<file path="config.mk">
export PLATFORM = sky130hd
export DESIGN_NAME = okl_cell
export DESIGN_NICKNAME = d
export VERILOG_FILES = /design/src/hdl/okl_pkg.sv /design/src/hdl/okl_cell.sv
export SDC_FILE = /design/constraint.sdc
export NUM_CORES = 1
export LEC_CHECK = 0
export BUFFER_PORTS_ARGS = -buffer_cell sky130_fd_sc_hd__buf_2
export CAP_MARGIN = 20
export CORE_AREA = 2 2 207 209
export DETAILED_ROUTE_END_ITERATION = 16
export DIE_AREA = 0 0 209 211
export HOLD_SLACK_MARGIN = 0.1
export MAX_ROUTING_LAYER = met4
export PLACE_DENSITY = 0.5
export SLEW_MARGIN = 20
export SYNTH_ARGS = -nofsm -noshare
export SYNTH_HDL_FRONTEND = slang
export SYNTH_SLANG_ARGS = --single-unit
</file>
<file path="constraint.sdc">
create_clock -name clk -period 19.2 [get_ports clk]
set_input_delay 0.96 -clock clk [delete_from_list [all_inputs] [get_ports clk]]
set_output_delay 0.96 -clock clk [all_outputs]
set_load 0.005 [all_outputs]
</file>
<file path="src/hdl/okl_pkg.sv">
`timescale 1ns / 1ps
`default_nettype none
// ----------------------------------------------------------------------------
// okl_pkg: shared types and codes for the ordered keyed list table
// record, request, response and scan token layouts plus operation and status codes
// ----------------------------------------------------------------------------
package okl_pkg;

  localparam logic [1:0] OP_INSERT = 2'd0;
  localparam logic [1:0] OP_SEARCH = 2'd1;
  localparam logic [1:0] OP_DELETE = 2'd2;

  localparam logic [1:0] ST_OK      = 2'd0;
  localparam logic [1:0] ST_FULL    = 2'd1;
  localparam logic [1:0] ST_MISSING = 2'd2;

  localparam logic signed [31:0] NO_KEY = -32'sd1;

  typedef struct packed {
    logic signed [31:0] key;
    logic signed [31:0] quantity;
    logic signed [31:0] price;
  } rec_t;

  typedef struct packed {
    logic [1:0]         operation;
    logic signed [31:0] item_key;
    logic signed [31:0] item_quantity;
    logic signed [31:0] item_price;
  } req_t;

  typedef struct packed {
    logic [1:0]         status;
    logic               found;
    logic signed [31:0] removed_key;
    logic signed [31:0] removed_quantity;
    logic signed [31:0] removed_price;
    logic [6:0]         entry_count;
    logic               is_empty;
  } rsp_t;

  // scan token handed from cell to cell
  typedef struct packed {
    logic tok;
    logic hit;
    rec_t rem;
  } token_t;

endpackage
`default_nettype wire

</file>
<file path="src/hdl/okl_cell.sv">
`timescale 1ns / 1ps
`default_nettype none
// ----------------------------------------------------------------------------
// okl_cell: one record slot of the table chain
// holds one record, compares it as the scan token passes, shifts on delete
// ----------------------------------------------------------------------------
module okl_cell #(
  parameter int ENTRIES = 64,
  parameter int INDEX   = 0
) (
  input  wire                         clk,
  input  wire                         rst,
  input  wire [$clog2(ENTRIES+1)-1:0] count,
  input  wire signed [31:0]           key,
  input  wire                         del,
  input  wire                         ins_en,
  input  wire okl_pkg::rec_t          ins_rec,
  input  wire okl_pkg::token_t        tok_in,
  input  wire okl_pkg::rec_t          nbr_rec,
  output okl_pkg::rec_t               rec,
  output okl_pkg::token_t             tok_out
);

  localparam int CW = $clog2(ENTRIES + 1);

  okl_pkg::token_t tok;
  logic            live;
  logic            match;

  assign live  = count > CW'(INDEX);
  assign match = tok.tok && live && !tok.hit && (rec.key == key);

  always_comb begin
    tok_out.tok = tok.tok;
    tok_out.hit = tok.hit | match;
    tok_out.rem = match ? rec : tok.rem;
  end

  // token flag is cleared by reset, the carried hit and record need no reset
  always_ff @(posedge clk) begin
    if (rst) begin
      tok.tok <= 1'b0;
    end else begin
      tok.tok <= tok_in.tok;
    end
    tok.hit <= tok_in.hit;
    tok.rem <= tok_in.rem;
  end

  // append on insert, take the neighbor's record at the match and in every cell after it
  always_ff @(posedge clk) begin
    if (ins_en && (count == CW'(INDEX))) begin
      rec <= ins_rec;
    end else if (tok.tok && del && (tok.hit || match)) begin
      rec <= nbr_rec;
    end
  end

endmodule
`default_nettype wire

</file>
---- Yosys cells after proc, flatten, opt, wreduce, memory -nomap -nowiden ----
Cells that the tools add are included.
storage, ports and cells
  register bits ........................... 194
  bits in latches ......................... 0
  RAM bits ................................ 0
  ROM bits ................................ 0
  input port bits ......................... 333
  output and inout port bits .............. 194
  logic and storage cells ................. 24
  memories kept ........................... 0
cells by class
  $add $sub $neg .......................... 0
  multipliers ............................. 0
  divide/modulo/power cells ............... 0
  order comparisons ....................... 1
  equal/unequal tests ..................... 1
  shifts and indexed selects .............. 0
  mux-type cells .......................... 3
  bitwise operators ....................... 1
  reductions and logical operators ........ 10
operators with widths
  cell                  number
  $mux W96              3
  $eq A32 B32 Y1        1
  $gt A7 B1 Y1 const B  1
  $logic_not A7 Y1      1
  $logic_and A1 B1 Y1   6
  $reduce_bool A2 Y1    1
  $logic_not A1 Y1      1
  $logic_or A1 B1 Y1    1
  $or A1 B1 Y1          1

---- Longest topological paths before layout ----
Gate-level depths: netlist (run 1).
  depth in word-level cells ............... 8
  mapped depth ............................ 8
  depth with buffers taken out ............ 5

---- Least setup slack after synthesis (run 1) ----
No wires, ideal clock.
  path kind ............................... input to register
  from .................................... input port key[7]
  to ...................................... register rec[0] in the netlist's numbering, enable pin
  setup time .............................. 683 ps
  arrival time ............................ 8384 ps
  data required time ...................... 18517 ps
  setup slack ............................. 10133 ps
  stages .................................. 5
  path buffers ............................ 0
  cell sequence ........................... xnor2_1 -> nand4_1 -> nor4_1 -> a31oi_1 -> o21ai_0
between the ends
  word-level cells in the longest chain between the ends .. 5
RTL lines
  item                                 line            RTL
  start, declared                      okl_cell.sv:14  input wire signed [31:0] key,
  $eq A32 B32 Y1                       okl_cell.sv:31  assign match = tok.tok && live && !tok.hit && (rec.key == key);
  $logic_and A1 B1 Y1                  okl_cell.sv:31
  $logic_or A1 B1 Y1                   okl_cell.sv:54  end else if (tok.tok && del && (tok.hit || match)) begin
  $logic_and A1 B1 Y1                  okl_cell.sv:54
  $reduce_bool A2 Y1 (no source line)  --
  end signal, assigned                 okl_cell.sv:53  rec <= ins_rec;
  end signal, assigned                 okl_cell.sv:55  rec <= nbr_rec;
  end, declared                        okl_cell.sv:20  output okl_pkg::rec_t rec,
No other way between the ends.
A chain may end at the register's enable or synchronous reset.

==> results of run 1 <==
==> per-layer routing <==
layer | routed length, microns | global-route usage | up-vias
met1 | 10200 | 0.124 | 2725
li1 | - | - | 2761
met4 | 922 | 0.0645 | 0
met3 | 1970 | 0.0465 | 39
met2 | 13300 | 0.201 | 332
met5 | 0 | - | -
==> power by group through the flow <==
stage                     Combinational (uW)  Sequential (uW)  Clock [uW]
after floorplan                         29.7              465           0
after global placement                  84.6              465           0
after detailed placement                85.2              466           0
after CTS                               85.8              456         377
after global routing                    91.7              457         391
final                                   84.2              456         359
==> flip-flops by register name (all words and copies together) (netlist names) <==
signal   cells
tok         97
rec         96
tok_out      1
==> cells in the final DEF (no fill, tap or decap), types with 2 or more instances in the layout <==
master      netlist  final
clkinv_4          0      2
xnor2_1          32     32
dfxtp_1          98     98
clkinvlp_4        0      2
clkbuf_16         0     17
edfxtp_1         96     96
buf_4             1      4
buf_2             9    526
mux2_4           40     40
diode_2           0      2
inv_6             0      8
mux2_2          152    152
nor3_1            2      2
nand4_1           7      7
==> cells by family (layout without fill, tap and decap cells) <==
logic type | count (synthesis) | count (layout) | synth area share
xor+xnor | 32 | 32 | 0.0363
buf+inv | 23 | 563 | 0.0180
mux | 192 | 192 | 0.300
flops | 194 | 194 | 0.628
simple gates | 18 | 18 | 0.0162
other cells | 0 | 2 | 0
compound gates | 2 | 2 | 0.00146
==> area by class of cell <==
class | count | area (sq um)
inverter | 1 | 3.75
tap | 539 | 674
clock inverter | 14 | 144
sequential | 194 | 4840
antenna | 2 | 5.00
clock buffer | 18 | 429
fill | 4324 | 30200
multi-input combinational | 244 | 2750
timing repair buffer | 530 | 2660
==> worst paths after layout <==
| check | start | end | slack (ns) | cells past startpoint |
|---|---|---|---|---|
| setup / recovery | key[22] | tok_out[3] | 13.78 | 8 |
| hold / removal | tok_in[64] | tok[64] | 0.57 | 1 |
| setup reg to reg | rec[86] | rec[76] | 15.27 | 7 |
| hold reg to reg | tok_out[97] | rec[92] | 1.07 | 3 |
==> metrics by stage <==
step                hold slack, ns  setup slack, ns  total power [uW]  utilization  instance area (sq um)
floorplan                    0.988            10.13               495            -                   7710
global placement              1.06            13.55               550        0.262                  10900
detailed placement            1.06            13.47               551        0.262                  10900
CTS                          0.500            13.46               919        0.276                  11500
global route                 0.513            13.40               940        0.276                  11500
finish                       0.568            13.78               899        0.276                  11500
==> worst max-delay path: cells and delay by family <==
| kind | cells | cell delay (ns) |
|---|---|---|
| xor+xnor | 1 | 0.34 |
| buf+inv | 3 | 1.00 |
| mux | 1 | 0.42 |
| simple gates | 3 | 1.63 |
==> impl_metrics.toml, run 1 <==
[power_and_ir_drop]
ir_worst_vdd_uv = 57.5
pwr-share-comb = 0.094
switching_share = 0.237
internal-power_uw = 686
power_frac_clock = 0.400
p_leak_uw = 0.00505
p_switching_uw = 213
cellPowerDensity_mw_per_mm2 = 78.1
p_seq_frac = 0.507

[place]
gp_congestion = 0.776
placed_cells = 1508
port_buffers = 526
hpwl_microns = 20900

[worst_setup_path]
critPathLaunchType = "primary input"
worstPathRequired_ns = 18.24
crit_path_max_incr_delay_ns = 0.79
setup.worst_path.end_class = "primary output"
cp_max_fo = 49
path_class = "primary input to primary output"
cp_common_cell = "buf_2"
crit_arrival_ns = 4.46
crit_path_cell_trace = "buf_2 -> xnor2_1 -> nand4_1 -> nor4_1 -> and3_4 -> buf_4 -> mux2_2 -> buf_2"
crit_path_top_delay_cell = "and3_4"

[cts]
cts_tree = "done"
numCtsBuffers = 17
cts-root-buf = "clkbuf_16"
cts.sinks = 194
cts_setup_buffers = 0
htreeDepth = 4
clkSlewWorstSetupHoldPaths_ns = 0.08
cts_resized = 0
cts-hold-fix-buffers = 0
cts_buffer_depth = 2
clk_latency_ns = 0.49

[timing]
layout_min_cycle_time_ns = 5.42
rsz0062_at_grt = "no"
worst_slew_pin_slew_ns = 0.909
finalSetupViolCount = 0
finalHoldViolations = 0
fin_skew_ns = 0.0158
maxSlewViolCount = 0
min_period_over_period = 0.282
tns_ns = 0
timing.fmax_mhz = 184
relSlewSlack = 0.394

[synth]
ys_types = 22
yosysWarningCount = 0
syn_avg_cell_area_sq_um = 16.7
synth-edff-count = 96
yosys-top-cells-count = "mux2_2 (152), dfxtp_1 (98), edfxtp_1 (96)"
async_reset_ff_frac = 0
synth_ff_type = "dfxtp_1"
syn-num-nets = 794
ys_seq_area_frac = 0.628
synth_area_leader_cell = "edfxtp_1"
synthCells = 461
synth_top_area_frac = 0.374
synth.most_common_cell = "mux2_2"
synth.cell_area_sq_mm = 0.00771
synth_seq_cells = 194
synth_area_leaders = "edfxtp_1 (37%), dfxtp_1 (25%), mux2_2 (22%), mux2_4 (7.8%), xnor2_1 (3.6%)"

[die]
row_count = 75
die_area_sq_mm = 0.0441
initial_core_util = 0.185
die_h_microns = 211
io_pins = 527
fp.coreArea_sq_mm = 0.0418
die_w_microns = 209

[routing]
drt-total-wl_microns = 26400
via_count = 5857
via_per_inst = 3.80
drtAntennaViolNets = 0
drc_errors = 0
drt_pass1_iterations = 4
drt_iter0_markers = 151
wl_per_cell_microns = 17.1

[grt]
antenna_found_initial = 2
grt_max_degree = 52
grt_usage = 0.121
grt_pass1_wl_microns = 36700
overflow = 0
grt_pass1_vias = 6056

[flow_run]
maxCapViolCount = 0

[finish]
drive_above_1_share = 0.757
finalNetCount = 1321
syn2layout_area_growth_pct = 49.3
stdcell_count = 1542

[min_path]
hold_class = "primary input to flip-flop"

[outcome]
outcome = "finished, final reports clean"
Power figures use the tool's default switching activity.
==> run 2, diff against run 1 <==
- ABC_AREA: not set -> 1
- CORE_AREA: 2 2 207 209 -> 2 2 208 210
- DIE_AREA: 0 0 209 211 -> 0 0 210 212
- PLACE_DENSITY: 0.5 -> 0.51
- clock period: 19.2 -> 5 ns (I/O delays scaled with it)
==> impl_metrics.toml, run 2 <==
[die]
die_h_microns = 212
io_pins = 527
die_w_microns = 210
die_area_sq_mm = 0.0445
fp.coreArea_sq_mm = 0.0425
row_count = 76
initial_core_util = 0.196

[routing]
wl_per_cell_microns = 16.5
drt_pass1_iterations = 5
drtAntennaViolNets = 0
via_per_inst = 4.15
dr_wl_met2_microns = 18600
drt_iter0_markers = 441
drt-total-wl_microns = 36600
via_count = 9173
topRoutingLayerUsed = "met4"
wl_met3_microns = 2090
drc_errors = 0
wl_met1_microns = 14700

[cts]
clk_latency_ns = 0.49
htreeDepth = 4
cts-root-buf = "clkbuf_16"
numCtsBuffers = 17
cts_tree = "done"
cts_buffer_depth = 2
cts.sinks = 194
clkSlewWorstSetupHoldPaths_ns = 0.08
cts_setup_buffers = 0

[timing]
tns_ns = 0
finalSetupViolCount = 0
layout_min_cycle_time_ns = 3.59
finalHoldViolations = 0
setup_slack_ns = 1.41
rsz0062_at_grt = "no"
fin_skew_ns = 0.0180
timing.fmax_mhz = 279
relSlewSlack = 0.495
min_period_over_period = 0.717
maxSlewViolCount = 0
worst_slew_pin_slew_ns = 0.758

[synth]
synth_seq_cells = 194
synth_area_leaders = "edfxtp_1 (35%), dfxtp_1 (24%), nand2_1 (14%), mux2_2 (13%), nand3_1 (6.1%)"
synth.cell_area_sq_mm = 0.00831
ys_seq_area_frac = 0.583
synth_top_area_frac = 0.347
synth_area_leader_cell = "edfxtp_1"
syn-num-nets = 1190
yosys-top-cells-count = "nand2_1 (309), nand3_1 (102), dfxtp_1 (98)"
ys_types = 22
synth_ff_type = "dfxtp_1"
syn_avg_cell_area_sq_um = 9.70
synthCells = 857
yosysWarningCount = 0
async_reset_ff_frac = 0
synth-edff-count = 96
synth.most_common_cell = "nand2_1"

[worst_setup_path]
cp_max_fo = 51
crit_path_top_delay_cell = "buf_4"
setup.worst_path.end_class = "primary output"
reg2regPathDepth = 10
crit_path_cell_trace = "xnor2_1 -> inv_1 -> nor2_1 -> nand2_1 -> nor2_1 -> nand2_1 -> nor2_4 -> buf_4 -> buf_4 -> nand3_1 -> nand2_1 -> buf_2"
crit_arrival_ns = 3.34
critPathLaunchType = "flip-flop"
worstPathRequired_ns = 4.75
path_class = "flip-flop to primary output"
r2r_start = "rec[68]"
crit_path_max_incr_delay_ns = 0.66
cp_common_cell = "nand2_1"
reg2reg_slack_ns = 2.18
timing.rr.end = "rec[53]"
critPathLaunch = "rec[74]"
crit_end = "tok_out[32]"

[grt]
overflow = 0
grt_pass1_wl_microns = 52700
grt_usage = 0.164
grt_pass1_vias = 9542
grt_max_degree = 54
antenna_found_initial = 1

[finish]
largest_reg_flops = 97
multi_input_area_sq_mm = 0.00305
finalNetCount = 1986
fill_cells = 4239
final_cell_mix = "buf_2 (526), nand2_1 (307), dlygate4sd3_1 (283)"
layout.cells.most_common = "buf_2"
syn2layout_area_growth_pct = 80.5
drive_above_1_share = 0.403
final_area_sq_mm = 0.0150
stdcell_count = 2213
seqCellArea_sq_mm = 0.00484
regMostFlops = "tok"

[flow_run]
maxCapViolCount = 0

[outcome]
outcome = "finished, final reports clean"

[place]
gp_congestion = 0.878
placed_area_sq_mm = 0.0115
placed_cells = 1897
dp_slack_ns = 1.87
port_buffers = 526
hpwl_microns = 25700

[power_and_ir_drop]
p_switching_uw = 936
power_frac_clock = 0.397
internal-power_uw = 2840
switching_share = 0.248
p_leak_uw = 0.00729
ir_worst_vdd_uv = 190
p_seq_frac = 0.464
cellPowerDensity_mw_per_mm2 = 252
pwr-share-comb = 0.139

[min_path]
hold_class = "primary input to flip-flop"
==> run 2: logic make-up (layout without fill, tap and decap cells) <==
logic type,Yosys count,count (layout),share of synthesized area
DFF,194,194,0.583
other,0,1,0
buffers and inverters,104,913,0.0536
xor gates and xnor gates,8,8,0.00843
muxes,96,96,0.130
and+or+nand+nor,452,452,0.223
AOI/OAI and AO/OA,3,3,0.00181
==> run 2: layout make-up <==
type | instances | area share
antenna | 1 | 0.000167
clock buffer | 18 | 0.0293
clock inverter | 14 | 0.0125
sequential | 194 | 0.323
tap | 546 | 0.0456
timing repair buffer | 818 | 0.371
inverter | 63 | 0.0158
multi-input combinational | 559 | 0.203
==> run 2: power by group through the flow <==
stage | Clock (uW) | Sequential [uW] | Combinational (uW)
floorplan | 0 | 1780 | 117
finish | 1500 | 1750 | 524
CTS | 1550 | 1750 | 518
global route | 1600 | 1760 | 568
global placement | 0 | 1790 | 343
detailed placement | 0 | 1790 | 344
==> run 2: how the worst min path moves through the flow <==
stage | start | to | slack [ns] | cells past startpoint
after floorplan | tok_in[0] | tok[0] | 0.28 | 0
after global placement | tok_in[5] | tok[5] | 0.35 | 1
after detailed placement | tok_in[37] | tok[37] | 0.35 | 1
after CTS | nbr_rec[65] | rec[65] | 0.10 | 2
after global routing | nbr_rec[88] | rec[88] | 0.12 | 2
final | nbr_rec[88] | rec[88] | 0.14 | 2
==> run 2: through the flow <==
step / hold slack, ns / util / total power, uW
2_1_floorplan: 0.278 / - / 1900
3_3_place_gp: 0.353 / 0.271 / 2130
3_5_place_dp: 0.354 / 0.271 / 2130
4_1_cts: 0.101 / 0.353 / 3820
5_1_grt: 0.116 / 0.353 / 3920
6_report: 0.140 / 0.353 / 3770
==> run 2: worst max-delay path, delay by kind of cell (launching register included) <==
family                 cells  cell delay, ns
buffers and inverters      4            1.30
AND/OR/NAND/NOR            7            0.73
flip-flops                 1            0.44
XOR/XNOR                   1            0.27
==> run 2: per-layer routing <==
metal,vias to the layer above,global-route usage
met3,60,0.0417
met1,4339,0.175
met4,0,0.0795
met2,375,0.286
li1,4399,-
met5,-,-
==> run 2: repair_timing <==
item / CTS / global route
setup endpoints to repair: 0 / 0
resized for setup: 0 / 0
hold buffers: 283 / 0
endpoints found under the hold margin: 191 / 0
==> run 3, diff against run 2 <==
- ABC_AREA: 1 -> 0
- CORE_AREA: 2 2 208 210 -> 2 2 203 205
- DIE_AREA: 0 0 210 212 -> 0 0 205 207
- clock period: 5 -> 3.7 ns (I/O delays scaled with it)
==> impl_metrics.toml, run 3 (synthesis results as in run 1) <==
[outcome]
outcome = "finished, final reports clean"

[timing]
maxSlewViolCount = 0
timing.fmax_mhz = 296
finalSetupViolCount = 0
finalHoldViolations = 0
tns_ns = 0
fin_hold_ws_ns = 0.317
min_period_over_period = 0.912
rsz0062_at_grt = "no"
relSlewSlack = 0.468
layout_min_cycle_time_ns = 3.37
fin_skew_ns = 0.0122
worst_slew_pin_slew_ns = 0.799

[die]
row_count = 74
die_h_microns = 207
fp.coreArea_sq_mm = 0.0404
io_pins = 527
die_w_microns = 205
die_area_sq_mm = 0.0424
initial_core_util = 0.191

[worst_setup_path]
setup.worst_path.end_class = "primary output"
reg2regPathDepth = 6
critPathLaunchType = "flip-flop"
path_class = "flip-flop to primary output"
reg2reg_slack_ns = 1.16
cp_max_fo = 42
worstPathRequired_ns = 3.51
crit_arrival_ns = 3.19
timing.rr.end = "rec[0]"
r2r_start = "rec[80]"

[routing]
via_count = 7081
via_per_inst = 3.88
drt_pass1_iterations = 4
drtAntennaViolNets = 0
drt_iter0_markers = 256
wl_per_cell_microns = 16.2
drt-total-wl_microns = 29500
drc_errors = 0

[power_and_ir_drop]
ir_worst_vdd_uv = 318
p_leak_uw = 0.00630
cellPowerDensity_mw_per_mm2 = 341

[cts]
cts_buffer_depth = 2
cts_tree = "done"
cts.sinks = 194
numCtsBuffers = 17
clk_latency_ns = 0.49
htreeDepth = 4
clkSlewWorstSetupHoldPaths_ns = 0.07
cts-root-buf = "clkbuf_16"

[finish]
diodes = 0
regMostFlops = "tok"
largest_reg_flops = 97
layout.cells.most_common = "buf_2"
postLayoutCoreUtil = 0.360
syn2layout_area_growth_pct = 88.3
final_area_sq_mm = 0.0145
drive_above_1_share = 0.588
finalNetCount = 1614
final_cell_mix = "buf_2 (526), dlygate4sd3_1 (291), mux2_2 (152)"
stdcell_count = 1826

[grt]
overflow = 0
antenna_found_initial = 0
grt_pass1_vias = 7808
grt_usage = 0.141
grt_pass1_wl_microns = 42900
grt_max_degree = 52

[min_path]
hold_class = "primary input to flip-flop"
hold_depth = 2
min_from = "tok_in[26]"
min_to = "tok[26]"

[place]
placed_cells = 1503
gp_congestion = 0.828
hpwl_microns = 20500
port_buffers = 526
placed_area_sq_mm = 0.0110

[flow_run]
maxCapViolCount = 0
## run 3: per-stage QoR
stage                     setup slack (ns)  total power [uW]
final                                0.326              4960
after global routing                 0.157              5170
after CTS                           0.0342              5040
after detailed placement             0.593              2850
after global placement               0.244              2850
after floorplan                      0.501              2560
## run 3: worst max-delay path by stage
stage | startpoint | endpoint | slack [ns] | cells past startpoint
2_1_floorplan | rec[71] | rec[0] | 0.50 | 5
3_3_place_gp | rec[80] | tok_out[15] | 0.24 | 7
3_5_place_dp | rec[80] | tok_out[15] | 0.59 | 7
4_1_cts | rec[80] | tok_out[15] | 0.03 | 7
5_1_grt | rec[80] | tok_out[25] | 0.16 | 7
6_report | rec[80] | tok_out[25] | 0.33 | 7
## run 3: timing repair
action,CTS,global route
hold endpoints to repair,194,0
resized for setup,0,1
endpoints found under the setup margin,0,4
hold buffers,291,0
setup buffers,0,0
## run 3: power by group
part | leakage, uW | total (uW) | switching, uW | internal [uW]
logic | 0.00434 | 687 | 205 | 482
registers | 0.00170 | 2370 | 32.9 | 2330
clock network | 0.000267 | 1900 | 902 | 1000
total | 0.00630 | 4960 | 1140 | 3820
## run 3: per-layer routing
metal  global-route usage  wire [microns]  up-vias
li1                     -               -     3343
met5                    -               0        -
met1                0.138           11000     3361
met2                0.255           15800      334
met4               0.0593             737        0
met3               0.0417            1930       43
## run 3: area by class of cell
cell class | instances | area (sq um)
well taps | 532 | 666
multi-input cells | 244 | 2770
clock inverters | 14 | 156
fillers | 3910 | 25800
repair buffers | 823 | 5650
clock buffers | 18 | 429
inverters | 1 | 3.75
flip-flops and latches | 194 | 4840
## run 3: critical path, stage by stage (launching register included)
cell,delay (ns)
edfxtp_1,0.48
xnor2_1,0.18
nand4_1,0.23
nor4_4,0.42
and3_4,0.47
buf_12,0.29
mux2_2,0.39
buf_2,0.13
